File: config.mk
export PLATFORM = sky130hd
export DESIGN_NAME = tes_front_flat
export DESIGN_NICKNAME = d
export VERILOG_FILES = /design/src/rtl/tet_element_stiffness_unit_defines.svh /design/src/rtl/tes_pkg.sv /design/src/rtl/tes_if.sv /design/src/rtl/tes_front.sv /design/src/flat_wrapper.sv
export SDC_FILE = /design/constraint.sdc
export NUM_CORES = 1
export LEC_CHECK = 0
export BUFFER_PORTS_ARGS = -buffer_cell sky130_fd_sc_hd__buf_2
export CAP_MARGIN = 30
export CORE_MARGIN = 10
export CORE_UTILIZATION = 57
export CTS_BUF_LIST = sky130_fd_sc_hd__clkbuf_8 sky130_fd_sc_hd__clkbuf_16
export DETAILED_ROUTE_END_ITERATION = 7
export GPL_TIMING_DRIVEN = 1
export PLACE_DENSITY = 0.88
export SLEW_MARGIN = 0
export SYNTH_ARGS = -nofsm -noshare
export SYNTH_HDL_FRONTEND = slang
export SYNTH_SLANG_ARGS = --single-unit
File: constraint.sdc
create_clock -name i_clk -period 17.9 [get_ports i_clk]
set_input_delay 3.58 -clock i_clk [delete_from_list [all_inputs] [get_ports i_clk]]
set_output_delay 3.58 -clock i_clk [all_outputs]
set_load 0.01 [all_outputs]
File: src/rtl/tet_element_stiffness_unit_defines.svh
// Assertion macros for the element stiffness unit.
// Both expect i_clk and i_rst_n in the scope where they are used.
`ifndef TET_ELEMENT_STIFFNESS_UNIT_DEFINES_SVH
`define TET_ELEMENT_STIFFNESS_UNIT_DEFINES_SVH

// Same-cycle implication
`define TES_ASSERT_NOW(label, ante, cons) \
    label: assert property (@(posedge i_clk) disable iff (!i_rst_n) (ante) |-> (cons)) \
        else $error("tes check failed");

// Next-cycle implication
`define TES_ASSERT_NEXT(label, ante, cons) \
    label: assert property (@(posedge i_clk) disable iff (!i_rst_n) (ante) |=> (cons)) \
        else $error("tes check failed");

`endif

File: src/rtl/tes_pkg.sv
package tes_pkg;

    localparam int NODE_W   = 20;
    localparam int COORD_W  = 32;
    localparam int COEF_W   = 32;
    localparam int DIFF_W   = 33;   // edge vector component
    localparam int OPB_W    = 72;   // register file word, multiplier B operand
    localparam int OPA_W    = 144;  // multiplier A operand
    localparam int PROD_W   = 176;  // product and accumulator
    localparam int DET_W    = 104;
    localparam int DEN_W    = 108;
    localparam int Q_W      = 64;
    localparam int VAL_W    = 64;

    localparam int FILE_DEPTH = 21;  // edge components at 0 to 8, adjugate components at 9 to 20
    localparam int FILE_AW    = 5;
    localparam int ADJ_BASE   = 9;
    localparam int ADJ3_BASE  = 18;

    localparam logic [COEF_W-1:0] COEF_RESET = 32'h0001_0000;
    localparam logic [VAL_W-1:0]  VAL_MAX    = 64'h7FFF_FFFF_FFFF_FFFF;
    localparam logic [VAL_W-1:0]  VAL_MIN    = 64'h8000_0000_0000_0000;

    typedef struct packed {
        logic [3:0][NODE_W-1:0]   nodes;
        logic [11:0][COORD_W-1:0] coords;
    } t_elem;

    typedef struct packed {
        logic              start;
        logic [OPA_W-1:0]  a;
        logic [OPB_W-1:0]  b;
    } t_mul_req;

    typedef struct packed {
        logic              done;
        logic [PROD_W-1:0] p;
    } t_mul_rsp;

    typedef struct packed {
        logic              start;
        logic [PROD_W-1:0] mag;
        logic [DEN_W-1:0]  den2;
    } t_div_req;

    typedef struct packed {
        logic              done;
        logic              sat;
        logic [Q_W-1:0]    q;
    } t_div_rsp;

    // Increment modulo three
    function automatic logic [1:0] f_inc3(input logic [1:0] x);
        logic [1:0] r;
        r = (x == 2'd2) ? 2'd0 : x + 2'd1;
        return r;
    endfunction

endpackage

File: src/rtl/tes_if.sv
interface tes_vtx_if;
    logic                              valid;
    logic                              ready;
    logic [tes_pkg::NODE_W-1:0]        node_number;
    logic signed [tes_pkg::COORD_W-1:0] coord_x;
    logic signed [tes_pkg::COORD_W-1:0] coord_y;
    logic signed [tes_pkg::COORD_W-1:0] coord_z;

    modport source (output valid, node_number, coord_x, coord_y, coord_z, input ready);
    modport sink   (input valid, node_number, coord_x, coord_y, coord_z, output ready);
endinterface


File: src/rtl/tes_front.sv
// Vertex collector plus a two-deep element queue toward the compute side.
module tes_front (
    input  logic            i_clk,
    input  logic            i_rst_n,
    tes_vtx_if.sink         i_vtx,
    output logic            o_elem_valid,
    input  logic            i_elem_ready,
    output tes_pkg::t_elem  o_elem
);

    logic [1:0]                     r_cnt;
    logic [tes_pkg::NODE_W-1:0]     r_node [3];
    logic [tes_pkg::COORD_W-1:0]    r_x [3];
    logic [tes_pkg::COORD_W-1:0]    r_y [3];
    logic [tes_pkg::COORD_W-1:0]    r_z [3];

    tes_pkg::t_elem                 r_q [2];
    logic                           r_wp;
    logic                           r_rp;
    logic [1:0]                     r_qcnt;

    tes_pkg::t_elem                 n_elem;
    logic                           w_acc;
    logic                           w_push;
    logic                           w_pop;

    assign i_vtx.ready  = (r_cnt != 2'd3) || (r_qcnt != 2'd2);
    assign w_acc        = i_vtx.valid && i_vtx.ready;
    assign w_push       = w_acc && (r_cnt == 2'd3);
    assign o_elem_valid = (r_qcnt != 2'd0);
    assign w_pop        = o_elem_valid && i_elem_ready;
    assign o_elem       = r_q[r_rp];

    // assemble element from three stored vertices and the current beat
    always_comb begin
        for (int v = 0; v < 3; v++) begin
            n_elem.nodes[v]      = r_node[v];
            n_elem.coords[v*3]   = r_x[v];
            n_elem.coords[v*3+1] = r_y[v];
            n_elem.coords[v*3+2] = r_z[v];
        end
        n_elem.nodes[3]   = i_vtx.node_number;
        n_elem.coords[9]  = i_vtx.coord_x;
        n_elem.coords[10] = i_vtx.coord_y;
        n_elem.coords[11] = i_vtx.coord_z;
    end

    // vertex store
    always_ff @(posedge i_clk) begin
        if (w_acc && (r_cnt != 2'd3)) begin
            r_node[r_cnt] <= i_vtx.node_number;
            r_x[r_cnt]    <= i_vtx.coord_x;
            r_y[r_cnt]    <= i_vtx.coord_y;
            r_z[r_cnt]    <= i_vtx.coord_z;
        end
        if (w_push) begin
            r_q[r_wp] <= n_elem;
        end
    end

    // counters
    always_ff @(posedge i_clk) begin
        if (!i_rst_n) begin
            r_cnt  <= 2'd0;
            r_wp   <= 1'b0;
            r_rp   <= 1'b0;
            r_qcnt <= 2'd0;
        end else begin
            if (w_acc) r_cnt <= r_cnt + 2'd1;
            if (w_push) r_wp <= ~r_wp;
            if (w_pop) r_rp <= ~r_rp;
            if (w_push && !w_pop) r_qcnt <= r_qcnt + 2'd1;
            else if (!w_push && w_pop) r_qcnt <= r_qcnt - 2'd1;
        end
    end

endmodule

File: src/flat_wrapper.sv
// flat-port wrapper written by rule: the top's interface ports become plain ports
module tes_front_flat 
  (i_clk, i_rst_n, o_elem_valid, i_elem_ready, o_elem, i_vtx_valid, i_vtx_node_number, i_vtx_coord_x, i_vtx_coord_y, i_vtx_coord_z, i_vtx_ready);
  tes_vtx_if i_vtx_i ();
  input  logic i_clk;
  input  logic i_rst_n;
  output logic o_elem_valid;
  input  logic i_elem_ready;
  output tes_pkg::t_elem o_elem;
  input wire logic [$bits(i_vtx_i.valid)-1:0] i_vtx_valid;
  input wire logic [$bits(i_vtx_i.node_number)-1:0] i_vtx_node_number;
  input wire logic [$bits(i_vtx_i.coord_x)-1:0] i_vtx_coord_x;
  input wire logic [$bits(i_vtx_i.coord_y)-1:0] i_vtx_coord_y;
  input wire logic [$bits(i_vtx_i.coord_z)-1:0] i_vtx_coord_z;
  output wire logic [$bits(i_vtx_i.ready)-1:0] i_vtx_ready;
  assign i_vtx_i.valid = i_vtx_valid;
  assign i_vtx_i.node_number = i_vtx_node_number;
  assign i_vtx_i.coord_x = i_vtx_coord_x;
  assign i_vtx_i.coord_y = i_vtx_coord_y;
  assign i_vtx_i.coord_z = i_vtx_coord_z;
  assign i_vtx_ready = i_vtx_i.ready;
  tes_front u_core (.i_clk(i_clk), .i_rst_n(i_rst_n), .i_vtx(i_vtx_i), .o_elem_valid(o_elem_valid), .i_elem_ready(i_elem_ready), .o_elem(o_elem));
endmodule
==> impl_metrics.csv <==
group,metric,value,unit
setup_path,cp.required,14320,ps
setup_path,reg2regPathDepth,7,
synthesis,yosys.area.top_type,"edfxtp_1",
clock_network,clk_latency,680,ps
sta,fin_setup_tns,0,ps
layout,drive_above_1_share,0.481,
synthesis,ys_warn_count,0,
placed_design,postPlaceCellArea,0.0502,mm2
placed_design,pre_cts_ws,10110,ps
power,pwr-share-clk,0.371,
synthesis,synth_top_area_frac,0.821,
clock_network,clock-root-buffer,"clkbuf_16",
floorplan,die_w,306,um
floorplan,dieHeight,306,um
placed_design,hpwl,61.7,mm
clock_network,cts_made_buffers,117,
placed_design,dpl.cell_count,3454,
power,p_int,5.17,mW
floorplan,std_cell_rows,104,
clock_network,htree_levels,3,
flow_run,cap_violations,0,
clock_network,cts_resized,0,
route,wl,99.8,mm
synthesis,synth.top_cells.by_area,"edfxtp_1 (82%), mux2_4 (15%), buf_12 (1.9%)",
synthesis,syn-num-nets,1962,
floorplan,io_pins,586,
power,seq_power_share,0.507,
outcome,outcome,"completed",
route,vias,20200,
power,worst_ir_drop_vdd,0.000124,V
layout,final_common_cell,"edfxtp_1",
global_route,grt_pass1_wl,143,mm
setup_path,critical_path_class,"reg -> out",
clock_network,cts_buffer_depth,3,
power,comb_power_share,0.123,
clock_network,path_clk_slew,70,ps
route,first_iter_violations,1617,
clock_network,hold_buffers,0,
sta,fmax,0.127,GHz
layout,finalInstanceArea,0.0543,mm2
sta,rsz0062_at_grt,"false",
min_path,whs_endpoint,"u_core.r_q[1][187]$_DFFE_PP_",
sta,period_share,0.441,
power,power.switching,1.52,mW
power,swShare,0.227,
layout,layout_common_cells,"edfxtp_1 (1,276), buf_2 (585), mux2_4 (460)",
layout,area.growth.synth_to_final,16.4,%
power,p_total,6.69,mW
global_route,antenna_found_initial,11,
setup_path,worstPathArrival,4310,ps
sta,max_slew_margin,0.260,
sta,setup_slack,10010,ps
placed_design,gp_congestion,0.804,
global_route,grt_pass1_vias,21600,
synthesis,synth_area,0.0467,mm2
sta,hold_ws,416,ps
sta,fin_skew,38.1,ps
layout,final_util,0.672,
clock_network,cts_tree,"built",
global_route,globalRoute.totalOverflow,0,
layout,nNetsFinal,2645,
min_path,worstHoldStart,"u_core.r_z[1][27]$_DFFE_PP_",
setup_path,critPathMaxFanout,123,
min_path,min_path_cells,0,
clock_network,post_cts_buffers,0,
setup_path,reg2reg_from,"u_core.r_cnt[1]$_SDFFE_PN0P_",
route,wl_per_cell,27.1,um
placed_design,port_buffers,585,
sta,drv_slew,0,
clock_network,cts_num_sinks,1283,
synthesis,yosys.cell_types.count,25,
route,detail_route.first_pass.iterations,5,
min_path,hp-class,"reg -> reg",
power,cellPowerDensity,123,mW/mm2
global_route,track_usage,0.205,
route,avgViaCountPerCell,5.48,
layout,instances_no_fill,3686,
floorplan,start_util,0.577,
route,drtAntennaViolNets,0,
synthesis,synth_seq_cells,1283,
synthesis,postSynthCellCount,1837,
sta,finalCriticalPeriod,7890,ps
power,power_leakage,19.4,nW
route,post-route-drc-count,0,
setup_path,reg2reg_slack,13330,ps
setup_path,startpoint_type,"register",
floorplan,core_area,0.0808,mm2
setup_path,reg2reg_to,"u_core.r_q[1][20]$_DFFE_PP_",
synthesis,synth-seq-area-share,0.824,
sta,final-setup-viol-count,0,
sta,hold_viol,0,
setup_path,cp-end-kind,"primary output",
floorplan,die_area,0.0937,mm2
global_route,grt_max_degree,131,
synthesis,postSynthAreaPerCell,25.4,um2
sta,tightestPinTransition,1110,ps
-- cell type report --
type | count | area, um2
diodes | 6 | 15.0
clock buffers | 117 | 2930
clock inverters | 102 | 982
fillers | 4741 | 26500
inverters | 4 | 22.5
multi-input cells | 498 | 7210
flip-flops and latches | 1283 | 38500
well taps | 1060 | 1330
repair buffers | 616 | 3360
-- logic make-up (layout without fill, tap and decap cells) --
family	after synthesis	in the layout	share of synthesized area
mux	464	464	0.149
other cells	0	6	0
fa+ha+maj	5	5	0.00134
flops	1283	1283	0.824
xor+xnor	3	3	0.000563
buf+inv	56	839	0.0216
simple gates	19	19	0.00247
compound gates	7	7	0.000938
-- worst max-delay path: stages, from the launching register on --
cell and delay, ps:
dfxtp_4 690, buf_12 670, buf_4 850, buf_4 310, buf_16 340, mux2_4 350, buf_2 140
-- Yosys cell counts --
master and n:
a21boi_1 1, and2_1 8, nand4_1 3, ha_1 5, o21ai_1 3, buf_8 6
nand2b_1 1, or2_2 1, inv_1 4, xnor2_1 2, nor2b_1 1, mux2_2 4
a21boi_0 1, nand2_1 2, edfxtp_1 1276, and3_1 1, a31o_2 1, nand3b_1 1
xor2_1 1, buf_12 44, or3_1 1, dfxtp_1 7, mux2_4 460, buf_6 2
o21ai_0 1
-- state kept, by name (all words and copies together), names as in the netlist, named ones only --
| signal | cells |
|---|---|
| u_core.r_node | 60 |
| u_core.r_qcnt | 2 |
| u_core.r_q | 928 |
| u_core.r_x | 96 |
| u_core.r_y | 96 |
| u_core.r_z | 96 |
| u_core.r_wp | 1 |
| u_core.r_cnt | 2 |
| u_core.r_rp | 1 |
-- layer usage --
metal  GRT usage  wire length [um]
met5           0                35
met1       0.235             35800
met4      0.0759              3660
met3      0.0542              7440
met2       0.365             52800
-- power groups by stage --
stage	logic, mW	clock network (mW)	registers [mW]
after floorplan	0.636	0	3.45
after global placement	0.790	0	3.46
after detailed placement	0.816	0	3.45
after CTS	0.826	2.52	3.39
after global routing	0.856	2.63	3.39
final	0.821	2.48	3.39
-- worst max path at each step --
| stage | slack, ps | to | cells past startpoint | start |
|---|---|---|---|---|
| after floorplan | 2830 | u_core.r_q[1][0]$_DFFE_PP_ | 2 | i_vtx_valid |
| after global placement | 10150 | o_elem[213] | 5 | register |
| after detailed placement | 10110 | u_core.r_q[1][23]$_DFFE_PP_ | 6 | i_vtx_valid |
| after CTS | 9730 | o_elem[243] | 5 | register |
| after global routing | 9850 | o_elem[243] | 6 | register |
| final | 10010 | o_elem[243] | 6 | register |
(Power assumes the default switching activity.)
