--- src/rtl/tet_element_stiffness_unit_defines.svh ---
// Assertion macros for the element stiffness unit.
// Both expect i_clk and i_rst_n in the scope where they are used.
`ifndef TET_ELEMENT_STIFFNESS_UNIT_DEFINES_SVH
`define TET_ELEMENT_STIFFNESS_UNIT_DEFINES_SVH

// Same-cycle implication
`define TES_ASSERT_NOW(label, ante, cons) \
    label: assert property (@(posedge i_clk) disable iff (!i_rst_n) (ante) |-> (cons)) \
        else $error("tes check failed");

// Next-cycle implication
`define TES_ASSERT_NEXT(label, ante, cons) \
    label: assert property (@(posedge i_clk) disable iff (!i_rst_n) (ante) |=> (cons)) \
        else $error("tes check failed");

`endif

--- src/rtl/tes_pkg.sv ---
package tes_pkg;

    localparam int NODE_W   = 20;
    localparam int COORD_W  = 32;
    localparam int COEF_W   = 32;
    localparam int DIFF_W   = 33;   // edge vector component
    localparam int OPB_W    = 72;   // register file word, multiplier B operand
    localparam int OPA_W    = 144;  // multiplier A operand
    localparam int PROD_W   = 176;  // product and accumulator
    localparam int DET_W    = 104;
    localparam int DEN_W    = 108;
    localparam int Q_W      = 64;
    localparam int VAL_W    = 64;

    localparam int FILE_DEPTH = 21;  // edge components at 0 to 8, adjugate components at 9 to 20
    localparam int FILE_AW    = 5;
    localparam int ADJ_BASE   = 9;
    localparam int ADJ3_BASE  = 18;

    localparam logic [COEF_W-1:0] COEF_RESET = 32'h0001_0000;
    localparam logic [VAL_W-1:0]  VAL_MAX    = 64'h7FFF_FFFF_FFFF_FFFF;
    localparam logic [VAL_W-1:0]  VAL_MIN    = 64'h8000_0000_0000_0000;

    typedef struct packed {
        logic [3:0][NODE_W-1:0]   nodes;
        logic [11:0][COORD_W-1:0] coords;
    } t_elem;

    typedef struct packed {
        logic              start;
        logic [OPA_W-1:0]  a;
        logic [OPB_W-1:0]  b;
    } t_mul_req;

    typedef struct packed {
        logic              done;
        logic [PROD_W-1:0] p;
    } t_mul_rsp;

    typedef struct packed {
        logic              start;
        logic [PROD_W-1:0] mag;
        logic [DEN_W-1:0]  den2;
    } t_div_req;

    typedef struct packed {
        logic              done;
        logic              sat;
        logic [Q_W-1:0]    q;
    } t_div_rsp;

    // Increment modulo three
    function automatic logic [1:0] f_inc3(input logic [1:0] x);
        logic [1:0] r;
        r = (x == 2'd2) ? 2'd0 : x + 2'd1;
        return r;
    endfunction

endpackage

--- src/rtl/tes_div.sv ---
// Restoring divider: 64 quotient bits, one per cycle, with an up-front overflow test.
module tes_div (
    input  logic               i_clk,
    input  logic               i_rst_n,
    input  tes_pkg::t_div_req  i_req,
    output tes_pkg::t_div_rsp  o_rsp
);

    localparam int HI_W  = tes_pkg::PROD_W - tes_pkg::Q_W;
    localparam int CNT_W = $clog2(tes_pkg::Q_W);

    logic                         r_busy;
    logic                         r_done;
    logic                         r_sat;
    logic [CNT_W-1:0]             r_cnt;
    logic [tes_pkg::DEN_W-1:0]    r_rem;
    logic [tes_pkg::DEN_W-1:0]    r_den2;
    logic [tes_pkg::Q_W-1:0]      r_lq;   // low dividend bits shift out, quotient bits in
    logic                         w_ovf;
    logic [tes_pkg::DEN_W:0]      w_trial;
    logic                         w_ge;

    assign w_ovf   = i_req.mag[tes_pkg::PROD_W-1:tes_pkg::Q_W] >= HI_W'(i_req.den2);
    assign w_trial = {r_rem, r_lq[tes_pkg::Q_W-1]};
    assign w_ge    = w_trial >= {1'b0, r_den2};

    always_ff @(posedge i_clk) begin
        if (i_req.start) begin
            r_rem  <= i_req.mag[tes_pkg::Q_W +: tes_pkg::DEN_W];
            r_lq   <= i_req.mag[tes_pkg::Q_W-1:0];
            r_den2 <= i_req.den2;
            r_sat  <= w_ovf;
        end else if (r_busy) begin
            r_rem <= w_ge ? tes_pkg::DEN_W'(w_trial - {1'b0, r_den2})
                          : tes_pkg::DEN_W'(w_trial);
            r_lq  <= {r_lq[tes_pkg::Q_W-2:0], w_ge};
        end
    end

    always_ff @(posedge i_clk) begin
        if (!i_rst_n) begin
            r_busy <= 1'b0;
            r_done <= 1'b0;
            r_cnt  <= '0;
        end else begin
            r_done <= 1'b0;
            if (i_req.start) begin
                r_cnt <= '0;
                if (w_ovf) r_done <= 1'b1;
                else r_busy <= 1'b1;
            end else if (r_busy) begin
                r_cnt <= r_cnt + CNT_W'(1);
                if (r_cnt == CNT_W'(tes_pkg::Q_W - 1)) begin
                    r_busy <= 1'b0;
                    r_done <= 1'b1;
                end
            end
        end
    end

    assign o_rsp.done = r_done;
    assign o_rsp.sat  = r_sat;
    assign o_rsp.q    = r_lq;

endmodule

--- config.mk ---
export PLATFORM = sky130hd
export DESIGN_NAME = tes_div
export DESIGN_NICKNAME = d
export VERILOG_FILES = /design/src/rtl/tet_element_stiffness_unit_defines.svh /design/src/rtl/tes_pkg.sv /design/src/rtl/tes_div.sv
export SDC_FILE = /design/constraint.sdc
export NUM_CORES = 1
export LEC_CHECK = 0
export ABC_AREA = 1
export BUFFER_PORTS_ARGS = -buffer_cell sky130_fd_sc_hd__buf_2
export CORE_MARGIN = 5
export CORE_UTILIZATION = 35
export CTS_BUF_LIST = sky130_fd_sc_hd__clkbuf_8
export DETAILED_ROUTE_END_ITERATION = 6
export SYNTH_ARGS = -nofsm -noshare
export SYNTH_HDL_FRONTEND = slang
export SYNTH_SLANG_ARGS = --single-unit
--- constraint.sdc ---
create_clock -name i_clk -period 7.63 [get_ports i_clk]
set_clock_uncertainty 0.05 [all_clocks]
set_input_delay 0.3815 -clock i_clk [delete_from_list [all_inputs] [get_ports i_clk]]
set_output_delay 0.3815 -clock i_clk [all_outputs]
set_load 0.005 [all_outputs]
==> out/metrics.yaml, run 1 <==
critical_path_required_ns: 8.09
multiInputGateArea_sq_um: 14600
synth_seq_area_share_pct: 32.0
drv_slew: 0
grt_max_degree: 110
ant_nets: 0
crit_chain: "ha_1 -> nand2_1 -> nor2_1 -> nand2_2 -> nor4_4 -> nand3b_4 -> nand2_4 -> nand2_2 -> nand2_1 -> nand2_1 -> nand2_1"
endpoint_kind: "register"
dieHeight_um: 287
finalWirelength_um: 107000
cts_max_level: 2
hold_viol: 0
dp_hpwl_um: 86200
drc: 5
syn_to_final_growth_pct: 24.9
grt_overflow_total: 0
place_congestion: 1.07
coreArea_sq_um: 76100
cts.sinks: 289
min_path_cells: 3
numPortBuffers: 352
rr_endpoint: "r_rem[71]"
hp-start: "i_req[177]"
fmaxAchievable_mhz: 200
holdWs_ns: 0.0315
slew_headroom_pct: 33.0
finalSetupViolCount: 0
viasPerCell: 4.77
netlist_instances: 4254
rsz0062_at_grt: "no"
cts_tree: "yes"
rrSetupSlack_ns: 2.64
crit_slowest_cell: "nand2_4"
drt_iter0_drc: 2342
wl_per_cell_um: 18.0
violations: "DRC"
period_needed_ns: 4.99
fp.dieW_um: 287
netlist_area_sq_um: 26900
max_stage_delay_ns: 0.92
crit_arrival_ns: 5.45
dr.pass1.iters: 7
drive_gt1_share_pct: 9.87
r2r_start: "r_rem[68]"
syn-num-nets: 4759
grt_pass1_wl_um: 161000
start_kind: "register"
cap_violations: 0
synth_edf_count: 281
peakVddDrop_mv: 0.135
pre_cts_ws_ns: 2.61
syn_area_per_cell_sq_um: 6.32
clk_pin_slew_worst_paths_ns: 0.07
grt_antenna_before_repair: 2
cts_buffers: 54
grt_pass1_vias: 28054
filler_cell_count: 8204
whs_endpoint: "r_rem[5]"
tightest_slew_ns: 1.01
seqCellArea_sq_um: 8600
period_share_pct: 65.4
hold_class: "in -> reg"
io_pins: 353
grt.total_usage_pct: 25.3
clk_latency_ns: 0.69
power.leakage_nw: 18.6
initial_core_util_pct: 35.3
ff2ff_path_depth: 11
yosys_register_bits: 289
p_per_area_nw_per_um2: 200
die_area_sq_um: 82500
synth_ff_type: "edfxtp_1"
rows: 101
yosysWarnings: 0
root_buffer: "clkbuf_8"
finalWorstSetupSlack_ns: 2.64
path_common_cell: "nand2_1"
async_flop_share_pct: 0
fin_tns_setup_ns: 0
clockBufferDepth: 3
via_count: 28399
status: "finished with violations"
finalNetCount: 5385
postCtsSetupBuffers: 0
crit_type: "reg -> reg"
cp_max_fo: 68
ys_types: 39
-- stage by stage --
stage | std cells | instance area (sq um) | power, mW | util [%]
after floorplan | 4254 | 26900 | 4.04 | -
after global placement | 5576 | 29700 | 5.02 | 39.1
after detailed placement | 5576 | 29700 | 5.03 | 39.1
after CTS | 5955 | 33600 | 6.75 | 44.2
after global routing | 5957 | 33600 | 7.22 | 44.2
final | 5958 | 33600 | 6.73 | 44.2
-- placed cells by master (no fill, tap or decap), drive strengths merged, types with 6 or more instances in the layout --
cell type,count
ha,217
xnor2,51
nor3,35
clkbuf,59
o21a,6
buf,361
o21ai,33
o21bai,13
nor2,280
nor4,6
nand3,231
nand4,35
dlygate4sd3,278
a21oi,131
edfxtp,281
inv,906
dfxtp,8
nand2,1874
nand3b,80
and2,6
clkinv,20
-- cell usage after synthesis (34+ instances only) --
cell type	count	area, sq um
nand3b_1	79	593
nor2_1	263	987
nand3_1	230	1150
xnor2_1	51	447
inv_1	866	3250
ha_1	217	2720
a21oi_1	130	651
nand4_1	34	213
nand2_1	1870	7020
edfxtp_1	281	8440
clkbuf_1	39	146
nor3_1	35	175
-- cell type report --
class	count	share of cell area, %
Timing Repair Buffer	639	13.8
Antenna cell	3	0.0223
Sequential cell	289	25.6
Clock buffer	59	2.42
Tap cell	1030	3.84
Inverter	888	9.93
Multi-Input combinational cell	3008	43.6
Clock inverter	42	0.838
-- state kept, by name (all words and copies together), names as in the netlist --
signal / count
r_busy: 1
r_cnt: 6
r_den2: 108
r_done: 1
r_lq: 64
r_rem: 108
r_sat: 1
-- how the worst max path moves through the flow --
| stage | from | endpoint | slack [ns] | cells after the start |
|---|---|---|---|---|
| 2_1_floorplan | i_req[284] | r_lq[0] | 2.56 | 3 |
| 4_1_cts | r_rem[68] | r_rem[71] | 2.58 | 11 |
| 3_5_place_dp | r_rem[68] | r_rem[81] | 2.61 | 11 |
| 3_3_place_gp | r_rem[69] | r_rem[81] | 2.66 | 11 |
| 6_report | r_rem[68] | r_rem[71] | 2.64 | 11 |
| 5_1_grt | r_rem[7] | r_rem[78] | 2.25 | 15 |
-- cell families (layout without fill, tap and decap cells) --
| kind of cell | Yosys count | after routing | synth area share [%] |
|---|---|---|---|
| AND/OR/NAND/NOR | 2548 | 2548 | 38.7 |
| buffers and inverters | 957 | 1628 | 13.6 |
| flip-flops | 289 | 289 | 32.0 |
| adder cells (fa/ha/maj) | 218 | 218 | 10.2 |
| AO/OA/AOI/OAI | 190 | 190 | 3.80 |
| XOR/XNOR | 52 | 52 | 1.69 |
| other | 0 | 3 | 0 |
-- power breakdown --
part | internal [mW] | switching (mW) | total (mW)
Clock | 0.821 | 0.747 | 1.57
Sequential | 1.98 | 0.0849 | 2.06
Combinational | 1.04 | 2.07 | 3.10
-- what timing repair did --
| item | in CTS | in global routing |
|---|---|---|
| hold buffers | 278 | 0 |
| endpoints found under the hold margin | 285 | 0 |
| resized for setup | 0 | 0 |
-- metal layers --
layer	global-route usage (%)	vias to the layer above	wire length, um
li1	-	14291	-
met1	33.6	12911	47100
met2	42.4	1017	48300
met3	3.60	180	7670
met4	8.48	0	4310
met5	0	-	0
-- critical path, delay by kind of cell (launching register included) --
family	cells	cell delay, ns
simple gates	10	3.93
fa+ha+maj	1	0.37
flops	1	0.40
(Power assumes the default switching activity.)
==> run 2: changes to the inputs <==
==> constraint.sdc (replaced) <==
create_clock -name i_clk -period 4.2 [get_ports i_clk]
set_clock_uncertainty 0.05 [all_clocks]
set_input_delay 0.21 -clock i_clk [delete_from_list [all_inputs] [get_ports i_clk]]
set_output_delay 0.21 -clock i_clk [all_outputs]
set_load 0.005 [all_outputs]
==> run 2 against run 1 <==
The flow now finishes without violations; sequential cell count unchanged; critical path depth increased by 4; global-route usage about the same; count of clock-buffer cells in the layout decreased by 1; power increased by 83%; worst setup slack got worse by 2.0 ns; cell area increased by 0.93%; sequential power increased by 82%; via count decreased by 0.17%; register-to-register slack got worse by 2.0 ns.
==> out/metrics.yaml, run 2 (synthesis gave the netlist of run 1 again) <==
status: "completed"
hold_viol: 0  # unchanged
ff2ff_path_depth: 15  # +4
grt.total_usage_pct: 25.3  # about the same
cts.sinks: 289  # unchanged
p_per_area_nw_per_um2: 364  # +81%
layout_commonest_cell: "nand2_1"
min_path_cells: 7  # +4
fp.dieW_um: 287  # unchanged
clkPwrFrac_pct: 23.5  # +0.2 points
dieHeight_um: 287  # unchanged
place_congestion: 1.05  # -2.0%
finalWirelength_um: 108000  # +0.16%
power_frac_seq_pct: 30.4  # -0.2 points
io_pins: 353  # unchanged
crit_family: "simple AND/OR/NAND/NOR gates"
cp_max_fo: 37  # -46%
crit_slowest_cell: "ha_1"
root_buffer: "clkbuf_8"
numPortBuffers: 352  # unchanged
dp_hpwl_um: 86400  # +0.22%
rrSetupSlack_ns: 0.61  # -2.03 ns
rows: 101  # unchanged
dr.pass1.iters: 6  # -1
switchingPower_mw: 5.27  # +82%
start_kind: "register"
switching_share_pct: 42.8  # -0.26 points
max_stage_delay_ns: 0.39  # -0.53 ns
period_needed_ns: 3.59  # -1.40 ns
cts_tree: "yes"
viasPerCell: 4.74  # -0.64%
filler_cell_count: 8135  # -0.84%
cap_violations: 0  # unchanged
clk_pin_slew_worst_paths_ns: 0.05  # -0.02 ns
drv_slew: 0  # unchanged
layout_common_cells: "1869 x nand2_1, 880 x inv_1, 351 x buf_2"
critical_path_required_ns: 4.57  # -3.52 ns
fmaxAchievable_mhz: 278  # +39%
drc: 0  # -5
die_area_sq_um: 82500  # unchanged
internal-power_mw: 7.05  # +84%
fin_tns_setup_ns: 0  # unchanged
whs_endpoint: "r_busy"
postCtsSetupBuffers: 0  # unchanged
crit_type: "reg -> reg"
syn_to_final_growth_pct: 26.1
clockBufferDepth: 3  # unchanged
cts_max_level: 2  # unchanged
r2r_start: "r_rem[58]"
slew_headroom_pct: 39.3  # +6.3 points
grt_pass1_wl_um: 161000  # about the same
hold_class: "in -> reg"
grt_overflow_total: 0  # unchanged
rr_endpoint: "r_rem[2]"
via_count: 28350  # -0.17%
finalSetupViolCount: 0  # unchanged
coreArea_sq_um: 76100  # unchanged
grt_antenna_before_repair: 1  # -1
path_common_cell: "nand2_1"
ant_nets: 0  # unchanged
finalNetCount: 5415  # +0.56%
clk_latency_ns: 0.69  # about the same
drive_gt1_share_pct: 9.89  # +0.021 points
hp-start: "i_req[282]"
period_share_pct: 85.5  # +20 points
tightest_slew_ns: 0.911  # -0.0944 ns
pwr-share-comb_pct: 46.1  # about the same
power.leakage_nw: 18.7  # +0.60%
cts_buffers: 57  # +5.6%
rsz0062_at_grt: "no"
initial_core_util_pct: 35.3  # unchanged
peakVddDrop_mv: 0.233  # +72%
grt_pass1_vias: 27761  # -1.0%
grt_max_degree: 148  # +35%
crit_chain: "ha_1 -> nand2_1 -> nor2_1 -> nand2_1 -> nor2_2 -> nand2_1 -> nor2_2 -> nand2_1 -> nand4_2 -> nor2_4 -> nand2_4 -> buf_12 -> o21ai_0 -> nand3_1 -> nand2_1"
wl_per_cell_um: 18.0  # -0.31%
reg_top3: "r_den2 x108, r_rem x108, r_lq x64"
crit_arrival_ns: 3.96  # -1.49 ns
crit_buf_inv: 1  # +1
drt_iter0_drc: 2243  # -4.2%
power_mw: 12.3  # +83%
endpoint_kind: "register"
[run 2: changes by cell type in the layout (fill, tap and decap cells not counted), moves of 2 or more]
cell	delta
buf_12	+4
buf_4	+7
clkinv_1	+13
clkinv_2	-6
diode_2	-2
dlygate4sd3_1	+16
inv_1	-3
[run 2: cell type report]
cell class | instances | area, sq um | area share (%)
inverters | 888 | 3340 | 9.85
clock inverters | 46 | 308 | 0.908
well taps | 1030 | 1290 | 3.80
diodes | 1 | 2.50 | 0.00738
flip-flops and latches | 289 | 8600 | 25.4
multi-input cells | 3008 | 14600 | 43.2
clock buffers | 58 | 798 | 2.35
repair buffers | 666 | 4930 | 14.5
[run 2: how the worst max path moves through the flow]
| stage | cells after the start | start | slack, ns | endpoint |
|---|---|---|---|---|
| floorplan | 3 | i_req[284] | 1.06 | r_lq[0] |
| global placement | 15 | r_rem[60] | 0.66 | r_rem[2] |
| detailed placement | 15 | r_rem[44] | 0.68 | r_rem[94] |
| CTS | 15 | r_rem[44] | 0.63 | r_rem[2] |
| global route | 15 | r_rem[58] | 0.38 | r_rem[48] |
| finish | 15 | r_rem[58] | 0.61 | r_rem[2] |
[run 2: layer usage]
layer	part of all wire [%]	routed length, um	track usage, %	vias up
met2	45	48800	42.3	956
met5	0	0	0	-
met3	6.4	6920	3.20	168
li1	-	-	-	14358
met1	44	47800	34.0	12868
met4	3.8	4070	8.37	0
[run 2: timing repair]
item,4_1_cts,5_1_grt
endpoints found under the hold margin,310,0
resized for setup,0,0
hold buffers,294,0
[run 2: power by group through the flow]
stage / registers, mW / logic (mW) / clock network [mW]
2_1_floorplan: 3.76 / 3.57 / 0
3_3_place_gp: 3.79 / 5.35 / 0
3_5_place_dp: 3.79 / 5.37 / 0
4_1_cts: 3.74 / 5.61 / 2.99
5_1_grt: 3.77 / 6.33 / 3.11
6_report: 3.75 / 5.69 / 2.89
[run 2: worst min-delay path: stages]
cell and delay (ns):
buf_2 0.07, nor2_1 0.04, nand3_1 0.12, nor4_1 0.07
nand2_1 0.06, nand3_1 0.14, a21oi_1 0.15
[run 2: through the flow]
step	setup slack, ns	hold WS (ns)	cell area, sq um	utilization (%)	cells
finish	0.609	0.185	33900	44.6	5986
global route	0.382	0.174	33900	44.6	5986
CTS	0.630	0.104	33900	44.6	5985
detailed placement	0.683	0.353	29900	39.2	5587
global placement	0.657	0.352	29900	39.2	5587
floorplan	1.06	0.259	26900	-	4254
==> run 3: changes to the inputs <==
--- a/config.mk
+++ b/config.mk
@@ -6,7 +6,7 @@
 export NUM_CORES = 1
 export LEC_CHECK = 0
 export ABC_AREA = 1
-export BUFFER_PORTS_ARGS = -buffer_cell sky130_fd_sc_hd__buf_2
+export BUFFER_PORTS_ARGS = -buffer_cell sky130_fd_sc_hd__buf_4
 export CORE_MARGIN = 5
 export CORE_UTILIZATION = 35
 export CTS_BUF_LIST = sky130_fd_sc_hd__clkbuf_8
==> run 3 against run 2 <==
Clock power barely moved; highest routed layer is now met5; cell area up 2.7%; sequential share of layout area decreased by 0.66 points; die area unchanged; via count grew 0.37%; global-route usage is 0.63 points higher; final cell count about the same; largest cell class unchanged; sequential power is essentially flat; combinational power rose by 3%; critical path depth up 1; largest power group unchanged.
==> out/metrics.yaml, run 3 (synthesis gave the netlist of run 1 again) <==
hold_viol: 0  # unchanged
drc: 0  # unchanged
switchingPower_mw: 5.38  # +1.9%
viasPerCell: 4.75  # +0.39%
min_path_cells: 2  # -5
postCtsSetupBuffers: 0  # unchanged
met1_usage_pct: 34.8  # +0.82 points
slew_headroom_pct: 38.0  # -1.3 points
ctsResizeCount: 0  # unchanged
multiInputGateArea_sq_um: 14600  # unchanged
clk_latency_ns: 0.69  # about the same
drive_gt1_share_pct: 9.89  # about the same
dp_hpwl_um: 87900  # +1.8%
grt_max_degree: 179  # +21%
endpoint_kind: "register"
whs_endpoint: "r_den2[10]"
switching_share_pct: 43.1  # +0.27 points
pwr-share-comb_pct: 47.0  # +0.9 points
via_count: 28455  # +0.37%
power_frac_seq_pct: 30.0  # -0.4 points
syn_to_final_growth_pct: 29.5
crit_arrival_ns: 4.08  # +0.12 ns
grt_antenna_before_repair: 3  # +2
cp_max_fo: 28  # -24%
clk_pin_slew_worst_paths_ns: 0.07  # +0.02 ns
place_congestion: 1.02  # -2.4%
coreArea_sq_um: 76100  # unchanged
r2r_start: "r_rem[47]"
fp.dieW_um: 287  # unchanged
io_pins: 353  # unchanged
layout_commonest_cell: "nand2_1"
rsz0062_at_grt: "no"
cts_tree: "yes"
hold_class: "in -> reg"
rrSetupSlack_ns: 0.59  # -0.02 ns
grt_pass1_wl_um: 164000  # +1.9%
period_share_pct: 85.9  # +0.37 points
cap_violations: 0  # unchanged
status: "completed"
reg_top3: "r_den2 x108, r_rem x108, r_lq x64"
die_area_sq_um: 82500  # unchanged
grt.total_usage_pct: 25.9  # +0.63 points
numPortBuffers: 352  # unchanged
drt_iter0_drc: 2026  # -9.7%
filler_cell_count: 8023  # -1.4%
postLayoutCellArea_sq_um: 34800  # +2.7%
wl_per_cell_um: 18.4  # +2.2%
dieHeight_um: 287  # unchanged
peakVddDrop_mv: 0.227  # -2.3%
use_met3_pct: 3.69  # +0.48 points
finalSetupViolCount: 0  # unchanged
start_kind: "register"
power_mw: 12.5  # +1.3%
drv_slew: 0  # unchanged
holdBufCountCts: 299  # +1.7%
seqCellArea_sq_um: 8600  # unchanged
cts.sinks: 289  # unchanged
busiest_layer: "met2"
cts_buffers: 55  # -3.5%
gr-usage-met2_pct: 43.7  # +1.4 points
rows: 101  # unchanged
postLayoutCoreUtil_pct: 45.8  # +1.2 points
grt_overflow_total: 0  # unchanged
crit_type: "reg -> reg"
critical_path_required_ns: 4.67  # +0.10 ns
dpl-instance-area_sq_um: 30700  # +2.9%
finalNetCount: 5414  # -0.018%
p_per_area_nw_per_um2: 359  # -1.3%
finalWirelength_um: 110000  # +2.2%
period_needed_ns: 3.61  # +0.0155 ns
clkPwrFrac_pct: 22.9  # -0.6 points
grt_pass1_vias: 28116  # +1.3%
power.leakage_nw: 19.1  # +1.7%
root_buffer: "clkbuf_8"
clockBufferDepth: 3  # unchanged
layout_common_cells: "1869 x nand2_1, 888 x inv_1, 360 x buf_4"
hp-start: "i_req[10]"
fin_tns_setup_ns: 0  # unchanged
dr.pass1.iters: 6  # unchanged
holdWs_ns: 0.193  # +0.00745 ns
tightest_slew_ns: 0.921  # +0.0107 ns
fmaxAchievable_mhz: 277  # -0.43%
ff2ff_path_depth: 16  # +1
rr_endpoint: "r_rem[87]"
ant_nets: 0  # unchanged
cts_max_level: 2  # unchanged
initial_core_util_pct: 35.3  # unchanged
internal-power_mw: 7.11  # +0.80%
## run 3: changes by cell type in the layout (fill, tap and decap cells not counted), sizes merged
cell and change:
diode +2, clkinv -14, clkbuf +1, clkinvlp +2, buf -4, inv +8
dlygate4sd3 +5, bufinv -1
## run 3: layout make-up
class,count,area share [%]
flip-flops and latches,289,24.7
clock buffers,59,2.33
well taps,1030,3.70
multi-input cells,3008,42.1
clock inverters,41,0.784
inverters,888,9.58
diodes,3,0.0216
repair buffers,667,16.8
## run 3: worst max-delay path by stage
stage	endpoint	slack [ns]	start	cells past startpoint
3_3_place_gp	r_rem[82]	0.68	r_rem[47]	16
3_5_place_dp	r_rem[82]	0.72	r_rem[67]	16
4_1_cts	r_rem[82]	0.66	r_rem[47]	16
6_report	r_rem[87]	0.59	r_rem[47]	16
5_1_grt	r_rem[82]	0.40	r_rem[58]	16
2_1_floorplan	r_lq[0]	1.06	i_req[284]	3
## run 3: metrics by stage
step,worst slack [ns],instances
global route,0.399,5984
detailed placement,0.718,5583
global placement,0.683,5583
finish,0.593,5985
CTS,0.662,5982
floorplan,1.06,4254
## run 3: power by group through the flow
stage                     Sequential (mW)  Clock (mW)  Combinational, mW
after floorplan                      3.76           0               3.57
final                                3.75        2.87               5.87
after CTS                            3.75        2.95               5.79
after global routing                 3.78        3.08               6.52
after global placement               3.80           0               5.53
after detailed placement             3.80           0               5.54
## run 3: worst max-delay path, stage by stage, from the launching register on
cell and delay, ns:
edfxtp_1 0.48, ha_1 0.43, nand2_1 0.13, nor2_1 0.35, nand2_1 0.25, nor2_2 0.19
nand2_1 0.09, nor2_2 0.20, nand2_1 0.09, nand4_2 0.13, nor2_4 0.05, nand2_4 0.09
nand2_2 0.30, buf_12 0.33, nand2_1 0.12, nand2_1 0.06, nand2_1 0.06
## run 3: per-layer routing
metal	vias to the layer above	wire, um
met5	-	12
met4	2	3440
met3	158	7250
met2	950	50400
met1	12996	48700
li1	14349	-
